$ cat config.mk
export PLATFORM = sky130hd
export DESIGN_NAME = lphm_ctrl
export DESIGN_NICKNAME = d
export VERILOG_FILES = /design/src/rtl/lphm_pkg.sv /design/src/rtl/lphm_ctrl.sv
export SDC_FILE = /design/constraint.sdc
export NUM_CORES = 1
export LEC_CHECK = 0
export ABC_CLOCK_PERIOD_IN_PS = 3700
export BUFFER_PORTS_ARGS = -buffer_cell sky130_fd_sc_hd__buf_2
export CAP_MARGIN = 30
export CORE_MARGIN = 2
export CORE_UTILIZATION = 40
export DETAILED_ROUTE_END_ITERATION = 10
export HOLD_SLACK_MARGIN = 0.15
export PLACE_DENSITY = 0.59
export SYNTH_ARGS = -nofsm -noshare
export SYNTH_HDL_FRONTEND = slang
export SYNTH_SLANG_ARGS = --single-unit
$ cat constraint.sdc
create_clock -name clk -period 3.7 [get_ports clk]
set_input_delay 0.555 -clock clk [delete_from_list [all_inputs] [get_ports clk]]
set_output_delay 0.555 -clock clk [all_outputs]
set_load 0.05 [all_outputs]
$ cat src/rtl/lphm_pkg.sv
// Shared types, constants and hash helpers for the linear-probe hash map.
package lphm_pkg;

	localparam int SLOTS   = 1024;
	localparam int IDX_W   = $clog2(SLOTS);
	localparam int CNT_W   = IDX_W + 1;
	localparam int KEY_W   = 32;
	localparam int VAL_W   = 32;
	localparam int FULL_AT = SLOTS * 3 / 4;

	localparam logic [31:0] HASH_C1 = 32'h85eb_ca6b;
	localparam logic [31:0] HASH_C2 = 32'hc2b2_ae35;

	typedef enum logic [1:0] {
		F_LOOKUP = 2'd0,
		F_INSERT = 2'd1,
		F_DELETE = 2'd2,
		F_CLEAR  = 2'd3
	} func_t;

	typedef enum logic [1:0] {
		ST_DONE   = 2'd0,
		ST_ABSENT = 2'd1,
		ST_FULL   = 2'd2
	} status_t;

	typedef struct packed {
		logic load;
		logic hash_a;
		logic hash_src_rd;
		logic hash_b;
		logic probe_start;
		logic rd_probe;
		logic chk;
		logic rd_del;
		logic del_step;
		logic del_finish;
		logic zero_op;
		logic clr_start;
		logic clr_step;
	} dp_cmd_t;

	typedef struct packed {
		func_t func;
		logic  key_zero;
		logic  hit;
		logic  empty;
		logic  probe_last;
		logic  del_end;
		logic  clr_last;
	} dp_sts_t;

endpackage

$ cat src/rtl/lphm_ctrl.sv
// Hash map controller: sequences clear sweeps, hashing, probing and delete repair.
module lphm_ctrl (
	input  logic              clk,
	input  logic              arst_n,
	input  logic              in_valid,
	output logic              in_ready,
	output logic              out_valid,
	input  logic              out_ready,
	output lphm_pkg::dp_cmd_t cmd,
	input  lphm_pkg::dp_sts_t sts
);
	import lphm_pkg::*;

	typedef enum logic [13:0] {
		S_CLR  = 14'b00000000000001,
		S_IDLE = 14'b00000000000010,
		S_DISP = 14'b00000000000100,
		S_H2   = 14'b00000000001000,
		S_PSET = 14'b00000000010000,
		S_RD   = 14'b00000000100000,
		S_CHK  = 14'b00000001000000,
		S_DRD  = 14'b00000010000000,
		S_DCHK = 14'b00000100000000,
		S_DH2  = 14'b00001000000000,
		S_DCMP = 14'b00010000000000,
		S_RESP = 14'b00100000000000,
		S_ZERO = 14'b01000000000000,
		S_DH1  = 14'b10000000000000
	} state_t;

	state_t state_q;
	state_t state_d;
	logic   clr_resp_q;

	assign in_ready  = (state_q == S_IDLE);
	assign out_valid = (state_q == S_RESP);

	always_comb begin
		state_d = state_q;
		cmd     = '0;
		unique case (state_q)
			S_CLR: begin
				cmd.clr_step = 1'b1;
				if (sts.clr_last) begin
					state_d = clr_resp_q ? S_RESP : S_IDLE;
				end
			end
			S_IDLE: begin
				if (in_valid) begin
					cmd.load = 1'b1;
					state_d  = S_DISP;
				end
			end
			S_DISP: begin
				if (sts.func == F_CLEAR) begin
					cmd.clr_start = 1'b1;
					state_d       = S_CLR;
				end else if (sts.key_zero) begin
					state_d = S_ZERO;
				end else begin
					cmd.hash_a = 1'b1;
					state_d    = S_H2;
				end
			end
			S_ZERO: begin
				cmd.zero_op = 1'b1;
				state_d     = S_RESP;
			end
			S_H2: begin
				cmd.hash_b = 1'b1;
				state_d    = S_PSET;
			end
			S_PSET: begin
				cmd.probe_start = 1'b1;
				state_d         = S_RD;
			end
			S_RD: begin
				cmd.rd_probe = 1'b1;
				state_d      = S_CHK;
			end
			S_CHK: begin
				cmd.chk = 1'b1;
				if (sts.hit && sts.func == F_DELETE) begin
					state_d = S_DRD;
				end else if (sts.hit || sts.empty || sts.probe_last) begin
					state_d = S_RESP;
				end else begin
					state_d = S_RD;
				end
			end
			S_DRD: begin
				cmd.rd_del = 1'b1;
				state_d    = S_DCHK;
			end
			S_DCHK: begin
				if (sts.del_end) begin
					cmd.del_finish = 1'b1;
					state_d        = S_RESP;
				end else begin
					state_d = S_DH1;
				end
			end
			S_DH1: begin
				cmd.hash_a      = 1'b1;
				cmd.hash_src_rd = 1'b1;
				state_d         = S_DH2;
			end
			S_DH2: begin
				cmd.hash_b = 1'b1;
				state_d    = S_DCMP;
			end
			S_DCMP: begin
				cmd.del_step = 1'b1;
				state_d      = S_DRD;
			end
			S_RESP: begin
				if (out_ready) begin
					state_d = S_IDLE;
				end
			end
			default: state_d = S_IDLE;
		endcase
	end

	always_ff @(posedge clk or negedge arst_n) begin
		if (!arst_n) begin
			state_q    <= S_CLR;
			clr_resp_q <= 1'b0;
		end else begin
			state_q <= state_d;
			if (cmd.clr_start) begin
				clr_resp_q <= 1'b1;
			end
		end
	end

endmodule

# ---- Yosys cells after proc, flatten, opt, wreduce, memory -nomap -nowiden
# Index checks and enable logic that the tools add are counted.
dict set report word_totals {
  reg_bits 15
  output_inout_bits 15
}
dict set report classes {
  n_eq_ne 19
  reduce_logical 5
  n_mux 28
}
# operator n
set op_table {}
lappend op_table {{14-bit case mux with 14 select lines} 1}
lappend op_table {{14-bit two-way mux} 6}
lappend op_table {{12-bit two-way mux} 2}
lappend op_table {{1-bit two-way mux} 17}
lappend op_table {{14-bit by 1-bit equality test with 1-bit output, second input constant} 1}
lappend op_table {{14-bit by 10-bit equality test with 1-bit output, second input constant} 1}
lappend op_table {{14-bit by 11-bit equality test with 1-bit output, second input constant} 1}
lappend op_table {{14-bit by 12-bit equality test with 1-bit output, second input constant} 1}
lappend op_table {{14-bit by 13-bit equality test with 1-bit output, second input constant} 1}
lappend op_table {{14-bit equality test, second input constant} 1}
lappend op_table {{14-bit by 2-bit equality test with 1-bit output, second input constant} 1}
lappend op_table {{14-bit by 3-bit equality test with 1-bit output, second input constant} 1}
lappend op_table {{14-bit by 4-bit equality test with 1-bit output, second input constant} 1}
lappend op_table {{14-bit by 5-bit equality test with 1-bit output, second input constant} 1}
lappend op_table {{14-bit by 6-bit equality test with 1-bit output, second input constant} 1}
lappend op_table {{14-bit by 7-bit equality test with 1-bit output, second input constant} 1}
lappend op_table {{14-bit by 8-bit equality test with 1-bit output, second input constant} 1}
lappend op_table {{14-bit by 9-bit equality test with 1-bit output, second input constant} 1}
lappend op_table {{13-bit two-way mux} 1}
lappend op_table {{2-bit equality test, second input constant} 2}
lappend op_table {{2-bit != test, second input constant} 2}
lappend op_table {{3-bit AND reduction} 1}
lappend op_table {{1-bit logical OR} 2}
lappend op_table {{2-bit by 1-bit != test with 1-bit output, second input constant} 1}
lappend op_table {{3 further kinds} 3}

# ---- Logic depth before layout (Yosys ltp)
dict set report depth {
  ltp_word 5
  depth_mapped 7
}

# ---- Least setup slack after synthesis
# OpenSTA, ideal clock, no wires.
dict set report synth_path {
  path_type {flip-flop to output port}
  start {register state_q[10]}
  end {output cmd[5] (netlist name)}
  required_ns 3.145
  stages_incl_launch_ff 5
  arrival_time_ns 2.570
  slack_ns 0.575
  cell_sequence {dfrtp_1 > nor3_2 > and2_2 > nand2_1 > nor4_1}
}
# item line_no
set synth_lines {}
lappend synth_lines {{from (decl)} lphm_ctrl.sv:31} ;# state_t state_q;
lappend synth_lines {{from (signal assigned)} lphm_ctrl.sv:130} ;# state_q <= state_d;
lappend synth_lines {{to (decl)} lphm_ctrl.sv:9} ;# output lphm_pkg::dp_cmd_t cmd,

# ---- Worst setup path after layout
dict set report layout_path {
  start {register state_q[1]}
  end {output out_valid}
}
dict set report layout_via {
  elab_chain_len 1
}
# item line_no
set layout_lines {}
lappend layout_lines {{14-bit by 12-bit equality test with 1-bit output} lphm_ctrl.sv:36} ;# assign out_valid = (state_q == S_RESP);
lappend layout_lines {{to (decl)} lphm_ctrl.sv:7} ;# output logic out_valid,
# Every way passes these cells.

==> impl_summary.md <==
Synthesis
The most frequent cell after synthesis is sky130_fd_sc_hd__dfrtp_1. Sorting the synthesized cells by area gives the leading types as sky130_fd_sc_hd__dfrtp_1 32%, sky130_fd_sc_hd__nor4b_1 6.3%, sky130_fd_sc_hd__nor4_4 3.8%. In this run the mean area of a mapped cell was 9.38 sq um.

The post-synthesis register bit count is 15. Counting every net in the synthesized netlist gives 130. For this run, the leading register cell type out of synthesis is sky130_fd_sc_hd__dfrtp_1. The cell count after synthesis came out at 118.

The share of flip-flops with an asynchronous set or reset after synthesis is 100%. After synthesis, the netlist uses 45 different library cells. In this run the cell area of the synthesized design comes to 1110 sq um. The sequential fraction of the synthesis area is 34.0%. Summed over all instances, the cell type with the most area after synthesis is sky130_fd_sc_hd__dfrtp_1. The share of synthesized area in the top cell type comes to 31.6%. Yosys printed 0 warnings. In the synthesized netlist, the cells that appear most often are 14 x sky130_fd_sc_hd__dfrtp_1, 10 x sky130_fd_sc_hd__nor2_1, 8 x sky130_fd_sc_hd__nor4b_1, 7 x sky130_fd_sc_hd__nand2_1. The number of enable flip-flop cells after synthesis is 0.

Timing
The measured slew at the worst slew-check pin is 0.604 ns. The number of max-slew violations in the final report is 0. The count of endpoints failing hold in the final timing report was 0. The worst clock skew is 0.00178 ns. The clock period minus final worst setup slack is 2.85 ns. The worst path uses 77.0% of the clock period. Setup violations remaining at the end of the flow were counted as 0.

Setup repair after global routing left no endpoint under its margin. Based on the critical path, the design can be clocked at up to 351 MHz. The worst slew margin relative to its limit is 59.4%. After routing, the total negative slack on setup checks comes to 0 ns.

Pwr
Summed over all cells, the static leakage comes to 0.629 nW. The relative contribution of combinational cells to total power is 49.2%. The peak supply drop is 0.250 mV. For this design the ratio of total power to cell area is 512 nW/um^2.

For this design the total switching power over the nets is 0.292 mW. The sequential cell fraction of total power is 35.6%. Internal power comes to 0.340 mW.

The switching part of the total power is 46.2%. The power share of the clock group is 15.2%. The sum of internal, switching and leakage power is 0.633 mW.

Floorplan
The width of the die is 56.6 um. The core outline area is 2690 sq um. The I/O pin count is 27. The die covers 3210 sq um. The initial core utilization is 41.2%.

The die is 56.6 um tall. After floorplanning, the core was divided into 19 placement rows.

Cells and area
From synthesis to final layout, the design area changed by 11.5%. The filler cells instantiated in the layout total 272. The antenna diode count is 0. The fraction of final layout cells sized beyond drive strength 1 is 28.4%.

The final layout contains 154 nets.

Clock network
Hold repair after CTS inserted 0 buffers. The buffer cell driving the clock tree root is sky130_fd_sc_hd__clkbuf_4. The count of buffers added by post-CTS timing repair for setup is 0. The CTS H-tree depth is 1.

The clock slew at the register clock pins of the worst setup and hold paths is 0.09 ns. The maximum buffer depth of the clock tree is 2. The number of clock buffers inserted by TritonCTS is 3. Post-CTS repair changed the size of 0 cells. The total number of clock tree sinks is 15. The clock latency on the worst-skew pair is 0.29 ns. TritonCTS built the clock tree.

Global routing
The number of antenna violations at the first check in global routing is 0. The wire length of the first global-routing pass is 4500 um. The via count of the first global-routing pass is 927. The overall fraction of global-route tracks in use is 18.0%. The total overflow reported by the global router is 0. Entering global routing, the biggest net connects 16 pins.

Worst setup path
Together, buffers and inverters on the worst path number 1. The critical path in this run is classified as flip-flop to primary output. The maximum fanout along the worst path is 12. The number of cells on the worst reg-to-reg path is 5. STA classifies the critical path startpoint as a flip-flop. The delay of the slowest cell on the worst path is 0.63 ns. The data arrival time at the worst-slack endpoint is 2.29 ns.

The endpoint of the worst-slack reg-to-reg timing path is state_q[11]. The highest-delay cell along the critical path is sky130_fd_sc_hd__nor4_4. The kind of end point of the critical path is a primary output. The register-to-register setup slack is 1.65 ns. The signal on the critical path passes through nor4_4 > nand3_1 > nor4b_2 > buf_2. The top cell family by delay on the critical path is simple AND/OR/NAND/NOR gates. At the worst endpoint, the required time is 3.14 ns.

The worst register-to-register path begins at state_q[0].

Drt
The detail route stage leaves a number of antenna-violating nets equal to 0. Before antenna repair, the detailed router went through 4 iterations. The DRC violation total after the first TritonRoute iteration is 22. The DRC violation count after routing is 0. The total wirelength of the detailed-routed design is 2620 um. The routed wirelength normalized by instance count is 15.2 um.

Using the TritonRoute via totals, the vias-per-cell ratio works out to 5.66. The overall via count from detail_route is 974.

Place
Port buffering added 26 buffers. Summed over all nets, the half-perimeter wirelength after detailed placement is 2020 um. The weighted congestion at the end of routability-driven global placement is 0.838.

Job
The max-capacitance violation count is 0.

Worst hold path
The worst hold path belongs to the class input pin to async pin.

Run status
The flow ran to the end, and the final reports show no timing, DRC or antenna violations.
## power by group through the flow
stage / clock [mW] / sequential (mW) / combinational [mW]
2_1_floorplan: 0 / 0.205 / 0.279
3_3_place_gp: 0 / 0.229 / 0.307
3_5_place_dp: 0 / 0.227 / 0.311
4_1_cts: 0.0989 / 0.224 / 0.310
5_1_grt: 0.107 / 0.230 / 0.342
6_report: 0.0962 / 0.225 / 0.311
## flip-flops by register name, summed over array words and instances (netlist names)
register    count
clr_resp_q      1
state_q        14
## metal layers
metal  wire, um  global-route usage, %
met1       1160                   23.8
met5          0                      0
met3        123                   4.84
met2       1300                   30.2
met4         34                   2.04
## cells in the final DEF (no fill, tap or decap), drive strengths merged, types with 3 or more instances in the layout
cell type  instances
nand4              5
nand3              5
dfrtp             14
nor2              10
xnor2              3
inv                6
o21ai              4
nor4               6
nor4b             10
clkbuf             4
nor3               7
nand2              7
and3               7
buf               26
## stage by stage
step	setup slack, ns	std cells	utilization [%]	hold WS, ns	cell area, sq um
2_1_floorplan	0.575	118	-	0.259	1110
3_3_place_gp	1.16	168	45.0	0.463	1210
3_5_place_dp	1.18	168	45.0	0.461	1210
4_1_cts	0.859	172	46.0	0.170	1230
5_1_grt	0.687	172	46.0	0.177	1230
6_report	0.850	172	46.0	0.161	1230
## worst max path at each step
stage,start,to,depth (start not counted)
2_1_floorplan,state_q[10],cmd[5],4
3_3_place_gp,state_q[1],cmd[4],4
3_5_place_dp,state_q[1],out_valid,4
4_1_cts,state_q[1],out_valid,4
5_1_grt,state_q[1],out_valid,4
6_report,state_q[1],out_valid,4
## kinds of logic (layout without fill, tap and decap cells)
group                     count (synthesis)  in the layout  synth area share [%]
DFF                                      15             15                  34.0
xor gates and xnor gates                  5              5                  3.96
and+or+nand+nor                          69             69                  43.1
AOI/OAI and AO/OA                        16             16                  10.8
buffers and inverters                    13             36                  8.14
## final cells by class
class | count | area [sq um] | share of cell area (%)
Multi-Input combinational cell | 90 | 641 | 51.9
Inverter | 6 | 22.5 | 1.82
Sequential cell | 15 | 377 | 30.5
Timing Repair Buffer | 26 | 130 | 10.5
Tap cell | 31 | 38.8 | 3.14
Clock buffer | 4 | 26.3 | 2.13
Power figures use the tool's default switching activity.
